`src/hw/rtl/dmic_pkg.sv`:
```
`timescale 1ns / 1ps
// ----------------------------------------------------------------------------
// dmic_pkg
// Shared sizes, limits and the token type for the inversion cost cell chain.
// ----------------------------------------------------------------------------
package dmic_pkg;

	localparam int MAX_LEN   = 1024;
	localparam int CNT_W     = $clog2(MAX_LEN + 1);
	localparam int VAL_W     = 32;
	localparam int COST_W    = 10;
	localparam int TOTAL_W   = 19;
	localparam int TACC_W    = 20;
	localparam int COST_MAX  = 512;
	localparam int TOTAL_MAX = 523776;

	typedef struct packed {
		logic                    first;
		logic signed [VAL_W-1:0] value;
		logic [CNT_W-1:0]        idx;
		logic [CNT_W-1:0]        gt;
		logic [CNT_W-1:0]        lt;
	} dmic_tok_t;

endpackage

```
`src/hw/rtl/dmic_out.sv`:
```
`timescale 1ns / 1ps
// ----------------------------------------------------------------------------
// dmic_out
// Tail of the chain: takes min of the counts, keeps the running total and
// holds the result beat; drives the chain-wide advance.
// ----------------------------------------------------------------------------
module dmic_out import dmic_pkg::*; (
	input  logic               clk,
	input  logic               arst_n,
	input  logic               out_ready,
	input  logic               tok_vld,
	input  dmic_tok_t          tok,
	output logic               adv,
	output logic               out_valid,
	output logic [COST_W-1:0]  item_cost,
	output logic [TOTAL_W-1:0] total_cost,
	output logic               overflow
);

	logic                valid_q;
	logic [TACC_W-1:0]   total_q;
	logic [COST_W-1:0]   cost_q;
	logic [TOTAL_W-1:0]  tot_out_q;
	logic                ovf_q;
	logic [CNT_W-1:0]    cost_min;
	logic [COST_W-1:0]   cost_sat;
	logic [TACC_W-1:0]   base;
	logic [TACC_W-1:0]   sum;
	logic [TACC_W-1:0]   total_n;

	assign adv = !valid_q || out_ready;

	always_comb begin
		cost_min = (tok.gt < tok.lt) ? tok.gt : tok.lt;
		if (32'(cost_min) > 32'(COST_MAX)) begin
			cost_sat = COST_W'(COST_MAX);
		end else begin
			cost_sat = COST_W'(cost_min);
		end
		base    = tok.first ? '0 : total_q;
		sum     = base + TACC_W'(cost_sat);
		total_n = (sum > TACC_W'(TOTAL_MAX)) ? TACC_W'(TOTAL_MAX) : sum;
	end

	always_ff @(posedge clk or negedge arst_n) begin
		if (!arst_n) begin
			valid_q <= 1'b0;
			total_q <= '0;
		end else if (adv) begin
			valid_q <= tok_vld;
			if (tok_vld) begin
				total_q <= total_n;
			end
		end
	end

	always_ff @(posedge clk) begin
		if (adv) begin
			cost_q    <= cost_sat;
			tot_out_q <= TOTAL_W'(total_n);
			ovf_q     <= (tok.idx == CNT_W'(MAX_LEN));
		end
	end

	assign out_valid  = valid_q;
	assign item_cost  = cost_q;
	assign total_cost = tot_out_q;
	assign overflow   = ovf_q;

endmodule

```
`config.mk`:
```
export PLATFORM = sky130hd
export DESIGN_NAME = dmic_out
export DESIGN_NICKNAME = d
export VERILOG_FILES = /design/src/hw/rtl/dmic_pkg.sv /design/src/hw/rtl/dmic_out.sv
export SDC_FILE = /design/constraint.sdc
export NUM_CORES = 1
export LEC_CHECK = 0
export BUFFER_PORTS_ARGS = -buffer_cell sky130_fd_sc_hd__buf_2
export CAP_MARGIN = 10
export CORE_MARGIN = 2
export CORE_UTILIZATION = 40
export DETAILED_ROUTE_END_ITERATION = 12
export PLACE_DENSITY = 0.67
export SLEW_MARGIN = 20
export SYNTH_ARGS = -nofsm -noshare
export SYNTH_HDL_FRONTEND = slang
export SYNTH_SLANG_ARGS = --single-unit
```
`constraint.sdc`:
```
create_clock -name clk -period 5.1 [get_ports clk]
set_input_delay 0.255 -clock clk [delete_from_list [all_inputs] [get_ports clk]]
set_output_delay 0.255 -clock clk [all_outputs]
set_load 0.02 [all_outputs]
```
=== Word level (Yosys, flattened, before mapping) ===
Index checks and enable logic that the tools add are counted.

* Magnitude comparators: 3
* Equality and inequality tests: 1
* Reductions and logical operators: 3
* $add $sub $neg: 1
* Multiplexer cells: 4

{| class="wikitable"
|+ Operators with widths
! kind !! number
|-
| 2-to-1 mux 20 bit || 2
|-
| adder 20 x 10 -> 20 bit || 1
|-
| greater-than comparator 20 x 19 -> 1 bit, second input constant || 1
|-
| equality test 11 bit, second input constant || 1
|-
| greater-than comparator 11 x 10 -> 1 bit, second input constant || 1
|-
| less-than comparator 11 bit || 1
|-
| 2-to-1 mux 11 bit || 1
|-
| 2-to-1 mux 10 bit || 1
|-
| AND reduction 2 bit || 1
|-
| logical NOT 1 bit || 1
|-
| logical OR 1 bit || 1
|}

* Output and inout port bits: 32
* Word-level logic and storage cells: 17
* Input bits: 70
* Flip-flop bits (word level): 51

=== Longest topological paths before layout ===
* Word-level depth: 7
* Gate-level depth with buffers: 22
* Mapped depth without buffers: 19

=== Least setup slack after synthesis ===
OpenSTA, ideal clock, no wires.

* Kind: input -> register
* From: input port tok[1] (netlist bit)
* To: register tot_out_q[4], in the netlist total_cost[4] (data pin)
* Data required time: 4837 ps
* Setup slack: 542 ps
* Cell stages on the path: 21
* Setup time: 263 ps
* Arrival: 4295 ps
* Cells stage by stage: inv_1 -> ha_1 -> a21o_1 -> a21o_1 -> a21o_1 -> a211o_1 -> a21oi_1 -> o21ai_0 -> buf_1 -> mux2i_1 -> ha_1 -> fa_1 -> a211oi_1 -> o21bai_1 -> a211oi_1 -> o21ai_0 -> a32oi_1 -> nand4b_2 -> nand2_2 -> buf_4 -> nor2_1

* Longest elaborated chain between the ends: 7

{| class="wikitable"
|+ RTL lines
! what !! line !! text
|-
| start: declaration || dmic_out.sv:12 || <nowiki>input dmic_tok_t tok,</nowiki>
|-
| less-than comparator 11 bit || dmic_out.sv:34 || <nowiki>cost_min = (tok.gt < tok.lt) ? tok.gt : tok.lt;</nowiki>
|-
| 2-to-1 mux 11 bit (*) || dmic_out.sv:34 ||
|-
| greater-than comparator 11 x 10 -> 1 bit || dmic_out.sv:35 || <nowiki>if (32'(cost_min) > 32'(COST_MAX)) begin</nowiki>
|-
| 2-to-1 mux 10 bit (*) || dmic_out.sv:35 ||
|-
| named net cost_sat[0] || dmic_out.sv:26 || <nowiki>logic [COST_W-1:0] cost_sat;</nowiki>
|-
| adder 20 x 10 -> 20 bit (*) || dmic_out.sv:41 || <nowiki>sum = base + TACC_W'(cost_sat);</nowiki>
|-
| greater-than comparator 20 x 19 -> 1 bit || dmic_out.sv:42 || <nowiki>total_n = (sum > TACC_W'(TOTAL_MAX)) ? TACC_W'(TOTAL_MAX) : sum;</nowiki>
|-
| 2-to-1 mux 20 bit (*) || dmic_out.sv:42 ||
|-
| named net total_n[4] || dmic_out.sv:29 || <nowiki>logic [TACC_W-1:0] total_n;</nowiki>
|-
| end signal: assignment || dmic_out.sv:60 || <nowiki>tot_out_q <= TOTAL_W'(total_n);</nowiki>
|-
| end: declaration || dmic_out.sv:23 || <nowiki>logic [TOTAL_W-1:0] tot_out_q;</nowiki>
|}

The timed path passes the listed nets; every way through them passes the cells marked *.
A chain may end at the register's enable or synchronous reset.

=== Final worst setup path ===
* From: input port tok[1] (netlist bit)
* To: register tot_out_q[8], in the netlist total_cost[8] (data pin)

Same word-level chain as after synthesis.

==> impl_metrics.json <==
{
  "wirelength_um": 7270,
  "cts_resized": 0,
  "cts.reportedPaths.clkPinSlew_ns": 0.10,
  "area_growth_pct": 17.0,
  "worst_pin_slew_ns": 0.917,
  "antenna_found_initial": 0,
  "syn_nets": 418,
  "setup_violations": 0,
  "crit_path_end_kind": "register",
  "yosysTopAreaCellShare_pct": 27.5,
  "final.setup_skew_ns": 0.0117,
  "tns_ns": 0,
  "grt_max_degree": 38,
  "yosys.area.top_type": "edfxtp_1",
  "first_pass_iters": 5,
  "postLayoutCoreUtil_pct": 47.4,
  "cts_htree_levels": 2,
  "dieArea_um2": 8930,
  "fin_ws_ns": 0.418,
  "max_slew_margin_pct": 38.9,
  "vias_per_cell": 5.40,
  "ys_types": 56,
  "rows": 33,
  "vias": 2700,
  "n_antenna_cell": 0,
  "rsz0062_at_grt": "false",
  "die_width_um": 94.5,
  "crit_type": "primary input to register",
  "pin_count": 102,
  "grt_first_pass_wirelength_um": 11600,
  "start_util_pct": 40.5,
  "core_um2": 8090,
  "die_height_um": 94.5,
  "drv_cap": 0,
  "critPathBufInv": 3,
  "drt_iter0_drc": 149,
  "synth_cells": 327,
  "fin_nets": 485,
  "grt_pass1_vias": 2488,
  "drive_above_1_share_pct": 25.6,
  "synth_area_um2": 3280,
  "drc_errors": 0,
  "synth_ff_type": "edfxtp_1",
  "cpMostUsedCell": "a21o_1",
  "numPortBuffers": 69,
  "dp_slack_ns": 0.118,
  "hold_viol_final": 0,
  "placed_cell_area_um2": 3710,
  "clock_latency_ns": 0.31,
  "synth_edf_count": 30,
  "grt_usage_pct": 16.4,
  "crit_family": "compound AO/OA/AOI/OAI gates",
  "synthArstFlopShare_pct": 41.2,
  "cts_buffers": 5,
  "fin_crit_ns": 4.68,
  "arrival_ns": 4.73,
  "ys_seq_elements": 51,
  "globalplace.congestion": 0.906,
  "cts_max_path_buffers": 2,
  "p_leak_nw": 1.78,
  "slowest_stage": "nand2_2",
  "slew_viol_final": 0,
  "min_period_over_period_pct": 91.8,
  "hpwl_um": 5380,
  "avgRoutedWirePerCell_um": 14.5,
  "ys_top_cells_by_area": "edfxtp_1, dfrtp_1, ha_1, nand2_1, mux2i_1",
  "crit_path_cell_trace": "buf_2 -> inv_1 -> ha_1 -> a21o_1 -> a21o_1 -> a21o_1 -> a211o_1 -> a21oi_1 -> o21ai_0 -> buf_4 -> mux2i_1 -> ha_1 -> a211oi_1 -> o21bai_1 -> a211o_1 -> a21o_1 -> a221oi_2 -> nand4b_2 -> nand2_2 -> nor2_1",
  "cp_max_fo": 22,
  "ir_drop_uv": 145,
  "synth-warning-count": 0,
  "startpoint_type": "primary input",
  "cts_root_buffer": "clkbuf_8",
  "stdcell_area_um2": 3830,
  "status": "finished, final reports clean",
  "p_per_area_nw_per_um2": 313,
  "seq_area_frac_synth_pct": 43.5,
  "fillCellCount": 796,
  "syn_area_per_cell_um2": 10.0,
  "tritoncts": "built",
  "cts.sinks": 51,
  "max_freq_mhz": 214,
  "slowest_delay_ns": 0.39,
  "hold_class": "primary input to register",
  "required_ns": 5.15,
  "overflow": 0,
  "ant_nets": 0
}
through the flow:
step | instances | hold slack [ns] | power [mW]
floorplan | 327 | -0.0406 | 0.809
global placement | 491 | 0.258 | 0.909
detailed placement | 491 | 0.253 | 0.919
CTS | 500 | 0.204 | 1.21
global route | 500 | 0.202 | 1.27
finish | 500 | 0.214 | 1.20
power breakdown:
| group | total (mW) | internal (mW) | switching [mW] |
|---|---|---|---|
| sequential | 0.552 | 0.509 | 0.0423 |
| clock | 0.287 | 0.147 | 0.140 |
| combinational | 0.361 | 0.146 | 0.215 |
| total | 1.20 | 0.802 | 0.397 |
area by class of cell:
cell class / count / area, um^2 / area share [%]
clock inverter: 3 / 42.5 / 1.11
tap: 105 / 131 / 3.43
timing repair buffer: 73 / 378 / 9.86
multi-input combinational: 249 / 1730 / 45.2
sequential: 51 / 1430 / 37.2
inverter: 14 / 52.6 / 1.37
clock buffer: 5 / 68.8 / 1.80
cells in the mapped netlist, types with 5 or more instances:
master and n:
nor2_1 27, xnor2_1 7, mux2_2 6, ha_1 20, dfrtp_1 21, o21ai_0 9
nor4_1 5, inv_1 14, a21o_1 6, nand2b_1 6, nor2b_1 11, edfxtp_1 30
o31ai_1 9, xor2_1 7, mux2i_1 12, nand2_1 41, nand3_1 15, a21oi_1 12
clkbuf_1 7
repair_timing:
| action | 4_1_cts | 5_1_grt |
|---|---|---|
| hold endpoints to repair | 21 | 0 |
| hold buffers | 1 | 0 |
| setup buffers | 0 | 0 |
| endpoints found under the setup margin | 0 | 0 |
worst paths after layout:
path	from	end	slack, ns	cells after the start
max in group asynchronous	arst_n	total_q[9]	4.32	2
setup reg to reg	total_q[0]	total_cost[8]	1.60	11
hold / removal	tok[30]	overflow	0.21	2
min in group asynchronous	arst_n	total_q[18]	0.43	2
setup / recovery	tok[1]	total_cost[8]	0.42	20
hold reg to reg	total_q[2]	total_q[2]	0.48	2
kinds of logic (layout without fill, tap and decap cells):
kind of cell,after synthesis,after routing,synth area share (%)
AOI/OAI and AO/OA,67,67,15.4
xor gates and xnor gates,14,14,3.74
adders and majority gates,21,21,8.25
buffers and inverters,27,95,3.70
DFF,51,51,43.5
muxes,18,18,5.73
and+or+nand+nor,129,129,19.6
registers in the layout (all words and copies together), names as in the netlist:
name,count
item_cost,10
out_valid,1
overflow,1
total_cost,19
total_q,20
routing by layer:
metal	vias up	wire length (um)	GRT usage [%]	part of all wire, %
li1	1333	-	-	-
met1	1278	3380	22.6	47
met2	85	3370	26.9	46
met3	4	449	2.79	6.2
met4	0	70	4.35	0.96
met5	-	0	0	0
layout by cell type, fill, tap and decap left out, types with 4 or more instances in the layout:
cell type  synthesis  final
xor2_1             7      7
o21ai_0            9      9
o211ai_1           4      4
nor4_1             5      5
nand4_1            4      4
ha_1              20     20
nand2_1           41     40
nand2b_1           6      5
nor3_1             4      4
clkbuf_8           0      5
a21oi_1           12     12
mux2_2             6      6
nor2b_1           11     11
dfrtp_1           21     21
mux2i_1           12     12
xnor2_1            7      7
edfxtp_1          30     30
nor2_1            27     27
nand3_1           15     15
a31o_2             4      4
a21o_1             6      6
buf_2              1     69
o31ai_1            9      9
inv_1             14     14
and4_1             4      4
(Power assumes the default switching activity.)
