### config.mk
export PLATFORM = sky130hd
export DESIGN_NAME = dmic_cell
export DESIGN_NICKNAME = d
export VERILOG_FILES = /design/src/hw/rtl/dmic_pkg.sv /design/src/hw/rtl/dmic_cell.sv
export SDC_FILE = /design/constraint.sdc
export NUM_CORES = 1
export LEC_CHECK = 0
export BUFFER_PORTS_ARGS = -buffer_cell sky130_fd_sc_hd__buf_2
export CAP_MARGIN = 20
export CORE_MARGIN = 5
export CORE_UTILIZATION = 30
export CTS_BUF_LIST = sky130_fd_sc_hd__clkbuf_4
export DETAILED_ROUTE_END_ITERATION = 6
export GPL_TIMING_DRIVEN = 0
export PLACE_DENSITY = 0.57
export RECOVER_POWER = 50
export SLEW_MARGIN = 10
export SYNTH_ARGS = -nofsm -noshare
export SYNTH_HDL_FRONTEND = slang
export SYNTH_SLANG_ARGS = --single-unit
### constraint.sdc
create_clock -name clk -period 3.92 [get_ports clk]
set_input_delay 0.784 -clock clk [delete_from_list [all_inputs] [get_ports clk]]
set_output_delay 0.784 -clock clk [all_outputs]
set_load 0.05 [all_outputs]
### src/hw/rtl/dmic_pkg.sv
`timescale 1ns / 1ps
// ----------------------------------------------------------------------------
// dmic_pkg
// Shared sizes, limits and the token type for the inversion cost cell chain.
// ----------------------------------------------------------------------------
package dmic_pkg;

	localparam int MAX_LEN   = 1024;
	localparam int CNT_W     = $clog2(MAX_LEN + 1);
	localparam int VAL_W     = 32;
	localparam int COST_W    = 10;
	localparam int TOTAL_W   = 19;
	localparam int TACC_W    = 20;
	localparam int COST_MAX  = 512;
	localparam int TOTAL_MAX = 523776;

	typedef struct packed {
		logic                    first;
		logic signed [VAL_W-1:0] value;
		logic [CNT_W-1:0]        idx;
		logic [CNT_W-1:0]        gt;
		logic [CNT_W-1:0]        lt;
	} dmic_tok_t;

endpackage

### src/hw/rtl/dmic_cell.sv
`timescale 1ns / 1ps
// ----------------------------------------------------------------------------
// dmic_cell
// One cell of the chain: holds one stored value, compares it with the passing
// token, bumps the token's greater or less count and hands it to the next cell.
// ----------------------------------------------------------------------------
module dmic_cell import dmic_pkg::*; (
	input  logic             clk,
	input  logic             arst_n,
	input  logic             adv,
	input  logic [CNT_W-1:0] pos,
	input  logic             tok_vld_i,
	input  dmic_tok_t        tok_i,
	output logic             tok_vld_o,
	output dmic_tok_t        tok_o
);

	logic signed [VAL_W-1:0] stored_q;
	logic                    vld_q;
	dmic_tok_t               tok_q;
	dmic_tok_t               tok_d;

	always_comb begin
		tok_d = tok_i;
		if (tok_i.idx > pos) begin
			if ($signed(stored_q) > $signed(tok_i.value)) begin
				tok_d.gt = tok_i.gt + CNT_W'(1);
			end else if ($signed(stored_q) < $signed(tok_i.value)) begin
				tok_d.lt = tok_i.lt + CNT_W'(1);
			end
		end
	end

	// store the value whose sequence index lands on this cell
	always_ff @(posedge clk) begin
		if (adv && tok_vld_i && (tok_i.idx == pos)) begin
			stored_q <= tok_i.value;
		end
	end

	always_ff @(posedge clk or negedge arst_n) begin
		if (!arst_n) begin
			vld_q <= 1'b0;
		end else if (adv) begin
			vld_q <= tok_vld_i;
		end
	end

	always_ff @(posedge clk) begin
		if (adv) begin
			tok_q <= tok_d;
		end
	end

	assign tok_vld_o = vld_q;
	assign tok_o     = tok_q;

endmodule

== Yosys cells after proc, flatten, opt, wreduce, memory -nomap -nowiden ==
Index checks and enable logic that the tools add are counted.
Storage, ports and cells
  register bits: 99
  bits of input ports: 81
  output and inout port bits: 67
Cells by class
  add/sub/neg operators: 2
  $lt $le $gt $ge: 3
  eq/ne operators: 1
  mux-type cells: 4
  reductions and logical operators: 2
Operator list (count)
  11-bit two-way mux: 3
  32-bit greater-than comparator: 1
  32-bit less-than comparator: 1
  11-bit by 1-bit adder with 11-bit output (second input constant): 2
  22-bit two-way mux: 1
  11-bit equality test: 1
  11-bit greater-than comparator: 1
  1-bit logical AND: 2

== Logic depth before layout (Yosys ltp) ==
Gate-level depths: netlist (run 1).
  depth after elaboration: 4
  gate-level depth with buffers: 11

== Least setup slack after synthesis (run 1) ==
OpenSTA, ideal clock, no wires.
  path type: input to register
  from: in pos[9]
  to: reg stored_q[0], enable pin
  library setup time: 0.421 ns
  arrival time: 2.861 ns
  data required time: 3.499 ns
  slack: 0.637 ns
  stages: 6
  path buffers: 0
  cell sequence: inv_1 > ha_1 > nand4_1 > nor2_1 > nand4_1 > nor2_1
Between the ends
  longest elaborated chain between the ends: 2
RTL lines
  start, declared: RTL line dmic_cell.sv:11  | input logic [CNT_W-1:0] pos,
  11-bit equality test: RTL line dmic_cell.sv:36  | if (adv && tok_vld_i && (tok_i.idx == pos)) begin
  1-bit logical AND: RTL line dmic_cell.sv:36
  end signal, assigned: RTL line dmic_cell.sv:37  | stored_q <= tok_i.value;
  end, declared: RTL line dmic_cell.sv:18  | logic signed [VAL_W-1:0] stored_q;
Every way passes these cells.
A chain may end at the register's enable or synchronous reset.

==> flow_metrics.tcl, run 1 <==
set metrics [dict create \
    worstRegToRegCells 9 \
    ir_worst_vdd_mv 0.134 \
    finalSetupViolations 0 \
    period_minus_slack_ps 3050 \
    total_leakage_power_nw 2.38 \
    ys_seq_elements 99 \
    worstPathCellList "clkbuf_1 > inv_1 > ha_1 > a21oi_2 > o21ai_1 > a221o_1 > a211o_1 > a21o_4 > a211oi_2 > buf_6 > nand4_1 > xnor2_1" \
    finClkSkew_ps 17.6 \
    clock.fmax_mhz 328 \
    clk_latency_ps 460 \
    status "finished, violations left" \
    place_area_um2 5660 \
    clkPwrFrac_pct 24.3 \
    violations "capacitance limit, slew limit" \
    ys.flop_type "edfxtp_1" \
    drv_slew 32 \
    grt_overflow_total 0 \
    final_area_um2 5730 \
    dr_wl_met2_mm 4.84 \
    worst-endpoint-required_ps 4140 \
    pin_count 148 \
    dieWidth_um 134 \
    area_growth_pct 23.7 \
    final_layout_size_suffix_gt1_share_pct 28.2 \
    slew_headroom_pct -13.9 \
    detail-route-antenna-nets 0 \
    synth.top_cell.area_share_pct 63.5 \
    critical_path_class "in2reg" \
    cts_resized 0 \
    die-area_um2 18000 \
    viasPerCell 4.53 \
    finalSetupTns_ps 0 \
    core_area_um2 15200 \
    drt_iter0_markers 124 \
    initial_utilization_pct 30.5 \
    synthCells 325 \
    netlist_top_cells_area "edfxtp_1 63%, ha_1 12%, inv_1 3.8%" \
    ctsLongestPathBuffers 2 \
    htreeDepth 3 \
    tightest_slew_ps 1710 \
    grt_pass1_wl_mm 15.6 \
    post_cts_buffers 0 \
    grt_antenna_before_repair 1 \
    yosys.area.top_type "edfxtp_1" \
    max_cap_violations 1 \
    switching_share_pct 30.9 \
    synth_warnings 0 \
    final_cell_mix "104 x buf_2, 98 x edfxtp_1, 47 x inv_1, 45 x ha_1, 44 x clkbuf_1" \
    totalPowerFinal_w 0.00221 \
    cts_tree "yes" \
    cts_made_buffers 9 \
    wl_mm 9.76 \
    power_density_nw_per_um2 385 \
    cp_max_fo 10 \
    wl_met1_mm 4.13 \
    ctsHoldBuffers 0 \
    drc_errors 0 \
    setup_ws_ps 874 \
    cp-end-kind "register" \
    ctsRootBufferMaster "clkbuf_4" \
    post_synth.cell_area_avg_um2 14.3 \
    grt_usage_pct 11.1 \
    internal_power_w 0.00153 \
    seq_area_um2 2970 \
    worst_setup_path_start_kind "input pin" \
    async_flop_share_pct 1.01 \
    multiInputGateArea_um2 1480 \
    grt_max_degree 39 \
    critPathArrivalTime_ps 3270 \
    path_clk_slew_ps 140 \
    finalCritPeriodShare_pct 77.7 \
    crit_family "compound AO/OA/AOI/OAI gates" \
    rsz0062_at_grt "no" \
    dieHeight_um 134 \
    dpl.hpwl_mm 7.73 \
    rows 45 \
    synth_area_um2 4630 \
    pwr-share-comb_pct 19.6 \
    drt-pass1-iter-count 4 \
    top_layer "met4" \
    crit_buf_inv 3 \
    switching_power_w 0.000681 \
    power.share.sequential_pct 56.1 \
    port_buffers 147 \
    wl_met3_um 662 \
    grt_pass1_vias 3210 \
    wire_per_inst_um 14.3 \
    crit_path_top_delay_cell "a221o_1" \
    fin_util_pct 37.7 \
    nFillCells 1513 \
    ys_types 40 \
    cts_num_sinks 99 \
    yosysSeqAreaShare_pct 64.0 \
    final_common_cell "buf_2" \
    path_depth 12 \
    finalNetCount 611 \
    hold_path.class "in2async" \
    gp_congestion 0.787 \
    syn_nets 451 \
    timing.final.hold_violations 0 \
    synth_edf_count 98 \
    slowest_delay_ps 370 \
    vias 3079 \
    pre_cts_ws_ps 393 \
]
-- registers in the layout (all words and copies together), names as in the netlist --
| name | count |
|---|---|
| stored_q | 32 |
| tok_o | 66 |
| tok_vld_o | 1 |
-- cell usage after synthesis, drive strengths merged (2+ instances only) --
cell type	n
and3	4
nor4	5
a221oi	2
and4	2
ha	45
inv	47
a21oi	16
nor3	5
nor2	7
o211ai	2
nand4	15
xor2	11
a21o	5
nor2b	3
nand2	16
xnor2	9
o21ai	5
edfxtp	98
o21a	2
nand3	12
-- worst paths after layout --
check	startpoint	endpoint	slack (ps)
max in group asynchronous	arst_n	tok_vld_o$_DFFE_PN0P_	3770
worst min-delay path	arst_n	tok_vld_o$_DFFE_PN0P_	70
worst max-delay path	tok_i[50]	tok_o[16]$_DFFE_PP_	870
worst max register to register	stored_q[22]$_DFFE_PP_	tok_o[16]$_DFFE_PP_	1000
min in group clk	tok_i[65]	tok_o[65]$_DFFE_PP_	490
worst min register to register	tok_vld_o$_DFFE_PN0P_	tok_vld_o$_DFFE_PN0P_	540
-- area by class of cell --
class	count	area share, %
buffer	2	0.262
inverter	47	3.08
clock inverter	7	1.20
antenna	2	0.0873
multi-input combinational	177	25.9
sequential	99	51.8
clock buffer	9	1.18
timing repair buffer	149	12.5
tap	188	4.10
-- through the flow --
| stage | cells | hold WS [ps] |
|---|---|---|
| floorplan | 325 | 488 |
| detailed placement | 662 | 523 |
| global placement | 660 | 512 |
| global route | 680 | -6.87 |
| finish | 680 | 67.5 |
| CTS | 678 | 13.6 |
-- cells by family (layout without fill, tap and decap cells) --
| kind of cell | Yosys count | after routing | synth area share (%) |
|---|---|---|---|
| muxes | 1 | 1 | 0.243 |
| adders and majority gates | 45 | 45 | 12.1 |
| buffers and inverters | 49 | 214 | 4.13 |
| other | 0 | 2 | 0 |
| and+or+nand+nor | 72 | 72 | 8.96 |
| DFF | 99 | 99 | 64.0 |
| xor gates and xnor gates | 20 | 20 | 3.78 |
| AOI/OAI and AO/OA | 39 | 39 | 6.70 |
-- per-layer routing --
| layer | vias up | track usage (%) |
|---|---|---|
| met5 | - | 0 |
| met4 | 0 | 3.73 |
| met3 | 9 | 4.05 |
| met2 | 82 | 18.6 |
| met1 | 1459 | 13.1 |
| li1 | 1529 | - |
-- power groups by stage --
stage	Combinational, W	Clock, W	Sequential (W)
6_report	0.000432	0.000537	0.00124
2_1_floorplan	0.0000964	0	0.00146
4_1_cts	0.000447	0.000567	0.00124
3_5_place_dp	0.000446	0	0.00126
3_3_place_gp	0.000437	0	0.00126
5_1_grt	0.000465	0.000615	0.00124
No activity file was read; power rests on OpenSTA's default activity.
==> inputs of run 2 (changes only) <==
--- a/config.mk
+++ b/config.mk
@@ -12,7 +12,7 @@
 export CTS_BUF_LIST = sky130_fd_sc_hd__clkbuf_4
 export DETAILED_ROUTE_END_ITERATION = 6
 export GPL_TIMING_DRIVEN = 0
-export PLACE_DENSITY = 0.57
+export PLACE_DENSITY = 0.59
 export RECOVER_POWER = 50
 export SLEW_MARGIN = 10
 export SYNTH_ARGS = -nofsm -noshare
==> constraint.sdc (replaced) <==
create_clock -name clk -period 2.8 [get_ports clk]
set_input_delay 0.56 -clock clk [delete_from_list [all_inputs] [get_ports clk]]
set_output_delay 0.56 -clock clk [all_outputs]
set_load 0.05 [all_outputs]
==> flow_metrics.tcl, run 2 (same netlist as run 1, synthesis figures left out) <==
set metrics [dict create \
    status "finished, violations left" \
    violations "setup timing" \
    grt_overflow_total 0 \
    grt_antenna_before_repair 0 \
    timing.final.hold_violations 0 \
    die-area_um2 18000 \
    detail-route-antenna-nets 0 \
    dieHeight_um 134 \
    totalPowerFinal_w 0.00306 \
    largest_reg_flops 66 \
    final_common_cell "buf_2" \
    slowest_delay_ps 450 \
    rsz0062_at_grt "yes" \
    finClkSkew_ps 11.3 \
    area_growth_pct 30.4 \
    wl_mm 10.4 \
    path_clk_slew_ps 150 \
    gp_congestion 0.751 \
    internal_power_w 0.00208 \
    switching_power_w 0.000972 \
    stdcell_count 688 \
    grt_pass1_vias 3311 \
    total_leakage_power_nw 2.56 \
    cp-end-kind "register" \
    worstPathCellList "ha_4 > nand4_1 > buf_4 > a2111o_1 > o211ai_1 > a2111oi_4 > buf_4 > a211oi_4 > buf_6 > nand4_1 > xnor2_1" \
    vias 3163 \
    clk_latency_ps 460 \
    dpl.hpwl_mm 7.91 \
    clkPwrFrac_pct 21.8 \
    pwr-share-comb_pct 21.5 \
    finalCritPeriodShare_pct 102 \
    worst_setup_path_start_kind "register" \
    switching_share_pct 31.8 \
    slew_headroom_pct 49.0 \
    grt_max_degree 37 \
    drt-pass1-iter-count 3 \
    hold_path_depth 1 \
    final_layout_size_suffix_gt1_share_pct 42.3 \
    rows 45 \
    critical_path_class "reg2reg" \
    power.share.sequential_pct 56.7 \
    pin_count 148 \
    setup_ws_ps -51.7 \
    clock.fmax_mhz 351 \
    htreeDepth 3 \
    power_density_nw_per_um2 506 \
    viasPerCell 4.60 \
    max_cap_violations 0 \
    wire_per_inst_um 15.1 \
    period_minus_slack_ps 2850 \
    drt_iter0_markers 104 \
    ctsRootBufferMaster "clkbuf_4" \
    ir_worst_vdd_mv 0.183 \
    grt_usage_pct 11.7 \
    dp.cells 662 \
    drv_slew 0 \
    finalNetCount 620 \
    cts_num_sinks 99 \
    dieWidth_um 134 \
    initial_utilization_pct 30.5 \
    critPathArrivalTime_ps 3080 \
    fin_util_pct 39.8 \
    port_buffers 147 \
    cp_max_fo 5 \
    hold_path.class "in2reg" \
    cts_made_buffers 9 \
    crit_path_top_delay_cell "edfxtp_1" \
    final_cell_mix "143 x buf_2, 98 x edfxtp_1, 42 x inv_1, 34 x ha_1" \
    drc_errors 0 \
    tightest_slew_ps 756 \
    finalSetupViolations 8 \
    worstRegToRegCells 11 \
    worst-endpoint-required_ps 3030 \
    core_area_um2 15200 \
    cts_tree "yes" \
    grt_pass1_wl_mm 16.4 \
    ctsLongestPathBuffers 2 \
]
==> run 2: changes by cell type in the layout (fill, tap and decap cells not counted), sizes merged <==
cell | previous run | this run
buf | 106 | 155
bufinv | 1 | 0
clkbuf | 54 | 14
clkinv | 3 | 4
clkinvlp | 3 | 2
diode | 2 | 1
dlygate4sd3 | 0 | 1
==> run 2: worst max-delay path: cells and delay by family, from the launching register on <==
| family | cells | cell delay, ps |
|---|---|---|
| buffers and inverters | 3 | 520 |
| XOR/XNOR | 1 | 140 |
| AO/OA/AOI/OAI | 4 | 980 |
| adder cells (fa/ha/maj) | 1 | 290 |
| flip-flops | 1 | 450 |
| AND/OR/NAND/NOR | 2 | 220 |
==> run 2: per-stage QoR <==
| step | worst slack, ps | instance area, um2 | TNS (ps) | hold slack, ps |
|---|---|---|---|---|
| finish | -51.7 | 6040 | -257 | 273 |
| global route | -194 | 6040 | -2270 | 223 |
| CTS | -14.2 | 5920 | -27.2 | 218 |
| detailed placement | -493 | 5730 | -9080 | 342 |
| global placement | -1010 | 5680 | -40740 | 335 |
| floorplan | 1.29 | 4710 | 0 | 264 |
==> run 2: final cells by class <==
| cell class | instances | area, um2 |
|---|---|---|
| diodes | 1 | 2.50 |
| plain buffers | 2 | 16.3 |
| clock buffers | 10 | 75.1 |
| clock inverters | 6 | 32.5 |
| fillers | 1485 | 9160 |
| inverters | 47 | 176 |
| multi-input cells | 177 | 1690 |
| flip-flops and latches | 99 | 2970 |
| well taps | 188 | 235 |
| repair buffers | 158 | 848 |
==> run 2: what timing repair did <==
item | CTS | global route
endpoints found under the hold margin | 1 | 0
pin swaps | 9 | 6
cloned | 0 | 1
buffers inserted | 5 | 2
setup endpoints to repair | 20 | 22
resized for setup | 5 | 17
hold buffers | 1 | 0
==> run 2: final timing paths <==
| path | startpoint | endpoint | slack [ps] |
|---|---|---|---|
| max in group asynchronous | arst_n | tok_vld_o$_DFFE_PN0P_ | 2320 |
| worst max register to register | stored_q[9]$_DFFE_PP_ | tok_o[16]$_DFFE_PP_ | -50 |
| worst min register to register | tok_vld_o$_DFFE_PN0P_ | tok_vld_o$_DFFE_PN0P_ | 570 |
| worst min-delay path | tok_i[65] | tok_o[65]$_DFFE_PP_ | 270 |
| worst max-delay path | stored_q[9]$_DFFE_PP_ | tok_o[16]$_DFFE_PP_ | -50 |
| min in group asynchronous | arst_n | tok_vld_o$_DFFE_PN0P_ | 390 |
==> run 2: metal layers <==
layer | track usage, % | vias to the layer above | share of wire [%]
met2 | 19.9 | 81 | 50
li1 | - | 1556 | -
met4 | 5.66 | 0 | 2.4
met5 | 0 | - | 0
met3 | 3.26 | 20 | 5.6
met1 | 13.6 | 1506 | 42
==> run 2: power by group through the flow <==
| stage | clock [W] | sequential, W | combinational, W |
|---|---|---|---|
| finish | 0.000668 | 0.00173 | 0.000656 |
| global placement | 0 | 0.00177 | 0.000616 |
| detailed placement | 0 | 0.00177 | 0.000630 |
| global route | 0.000772 | 0.00174 | 0.000704 |
| CTS | 0.000708 | 0.00174 | 0.000643 |
| floorplan | 0 | 0.00204 | 0.000140 |
==> inputs of run 3 (changes only) <==
--- a/config.mk
+++ b/config.mk
@@ -14,6 +14,7 @@
 export GPL_TIMING_DRIVEN = 0
 export PLACE_DENSITY = 0.59
 export RECOVER_POWER = 50
+export SKIP_LAST_GASP = 1
 export SLEW_MARGIN = 10
 export SYNTH_ARGS = -nofsm -noshare
 export SYNTH_HDL_FRONTEND = slang
==> flow_metrics.tcl, run 3 (same netlist as run 1, synthesis figures left out) <==
set metrics [dict create \
    power_density_nw_per_um2 509 \
    setup_ws_ps -65.4 \
    area_growth_pct 28.8 \
    gp_congestion 0.751 \
    drt_iter0_markers 114 \
    worst-endpoint-required_ps 3030 \
    grt_overflow_total 0 \
    dieWidth_um 134 \
    busiest_layer "met2" \
    wl_mm 10.5 \
    pin_count 148 \
    port_buffers 147 \
    dieHeight_um 134 \
    cp_max_fo 5 \
    slowest_delay_ps 450 \
    final_layout_size_suffix_gt1_share_pct 34.1 \
    rows 45 \
    switching_power_w 0.000967 \
    fin_util_pct 39.3 \
    timing.hold.ws_ps 271 \
    grt_pass1_vias 3310 \
    met3_usage_pct 3.26 \
    grt_pass1_wl_mm 16.5 \
    cts_made_buffers 9 \
    finalCritPeriodShare_pct 102 \
    largest_reg_flops 66 \
    cp-end-kind "register" \
    worst_path_most_repeated_cell "nand4_1" \
    vias 3168 \
    wire_per_inst_um 15.2 \
    ctsRootBufferMaster "clkbuf_4" \
    rsz0062_at_grt "yes" \
    ir_worst_vdd_mv 0.183 \
    final_cell_mix "105 x buf_2, 98 x edfxtp_1, 42 x inv_1, 42 x clkbuf_1, 34 x ha_1" \
    grt_usage_pct 11.7 \
    initial_utilization_pct 30.5 \
    dpl.hpwl_mm 7.91 \
    critPathArrivalTime_ps 3090 \
    htreeDepth 3 \
    final_common_cell "buf_2" \
    period_minus_slack_ps 2870 \
    grt_max_degree 37 \
    worstPathCellList "ha_4 > nand4_1 > a2111o_1 > o211ai_1 > a2111oi_4 > buf_4 > a211oi_4 > buf_6 > nand4_1 > xnor2_1" \
    timing.final.hold_violations 0 \
    max_cap_violations 1 \
    nFillCells 1505 \
    slew_headroom_pct -32.4 \
    core_area_um2 15200 \
    drc_errors 0 \
    cts_num_sinks 99 \
    finalSetupViolations 10 \
    critical_path_class "reg2reg" \
    drt-pass1-iter-count 4 \
    cts_tree "yes" \
    worst_setup_path_start_kind "register" \
    path_clk_slew_ps 150 \
    die-area_um2 18000 \
    clk_latency_ps 460 \
    use_met1_pct 13.7 \
    total_leakage_power_nw 2.45 \
    power.share.sequential_pct 57.0 \
    finalNetCount 620 \
    detail-route-antenna-nets 0 \
    internal_power_w 0.00207 \
    globalRouteMet2Util_pct 20.0 \
    clkPwrFrac_pct 21.8 \
    switching_share_pct 31.8 \
    drv_slew 37 \
    viasPerCell 4.60 \
    violations "capacitance limit, slew limit, setup timing" \
    status "finished, violations left" \
    clock.fmax_mhz 349 \
    hold_path.class "in2reg" \
    grt_antenna_before_repair 0 \
    ctsLongestPathBuffers 2 \
    crit_path_top_delay_cell "edfxtp_1" \
    finalSetupTns_ps -368 \
    finClkSkew_ps 10.5 \
    tightest_slew_ps 1990 \
    pwr-share-comb_pct 21.1 \
]
==> run 3: changes by cell type in the layout (fill, tap and decap cells not counted), sizes merged <==
cell    before  now
buf        155  116
clkbuf      14   53
==> run 3: power groups by stage <==
stage                     Sequential, W  Combinational [W]  Clock (W)
final                           0.00173           0.000643   0.000663
after global routing            0.00174           0.000691   0.000772
after CTS                       0.00174           0.000642   0.000708
after detailed placement        0.00177           0.000630          0
after global placement          0.00177           0.000616          0
after floorplan                 0.00204           0.000140          0
==> run 3: final timing paths <==
| kind | start | end | slack (ps) | cells after the start |
|---|---|---|---|---|
| setup / recovery | stored_q[5]$_DFFE_PP_ | tok_o[16]$_DFFE_PP_ | -70 | 10 |
| hold / removal | tok_i[65] | tok_o[65]$_DFFE_PP_ | 270 | 1 |
| setup reg to reg | stored_q[5]$_DFFE_PP_ | tok_o[16]$_DFFE_PP_ | -70 | 10 |
| hold reg to reg | tok_vld_o$_DFFE_PN0P_ | tok_vld_o$_DFFE_PN0P_ | 570 | 2 |
| max in group asynchronous | arst_n | tok_vld_o$_DFFE_PN0P_ | 2310 | 2 |
| min in group asynchronous | arst_n | tok_vld_o$_DFFE_PN0P_ | 380 | 2 |
==> run 3: timing repair <==
action | CTS | global route
buffers inserted | 5 | 2
pin swaps | 9 | 7
gates cloned | 0 | 1
endpoints found under the hold margin | 1 | 0
gates resized for setup | 4 | 16
hold buffers | 1 | 0
setup endpoints to repair | 20 | 22
==> run 3: layout make-up <==
type	count	area, um2	share of cell area [%]
antenna	1	2.50	0.0419
sequential	99	2970	49.7
timing repair buffer	158	785	13.1
clock inverter	6	32.5	0.545
inverter	47	176	2.96
tap	188	235	3.94
clock buffer	10	75.1	1.26
multi-input combinational	177	1680	28.1
buffer	2	16.3	0.272
==> run 3: per-layer routing <==
layer | vias to the layer above | routed length (um) | share of wire (%)
li1 | 1558 | - | -
met1 | 1506 | 4410 | 42
met2 | 83 | 5230 | 50
met3 | 21 | 584 | 5.6
met4 | 0 | 246 | 2.4
met5 | - | 0 | 0
==> run 3: worst max-delay path: cells and delay by family, from the launching register on <==
family	cells	cell delay (ps)
compound gates	4	1110
xor+xnor	1	140
fa+ha+maj	1	300
buf+inv	2	350
flops	1	450
simple gates	2	250
==> run 3: metrics by stage <==
stage,cells,cell area [um2],worst slack (ps),total power (W)
after floorplan,325,4710,1.29,0.00218
after global placement,660,5680,-1010,0.00238
after detailed placement,662,5730,-493,0.00240
after CTS,684,5910,-24.3,0.00309
after global routing,687,5970,-188,0.00320
final,688,5970,-65.4,0.00304
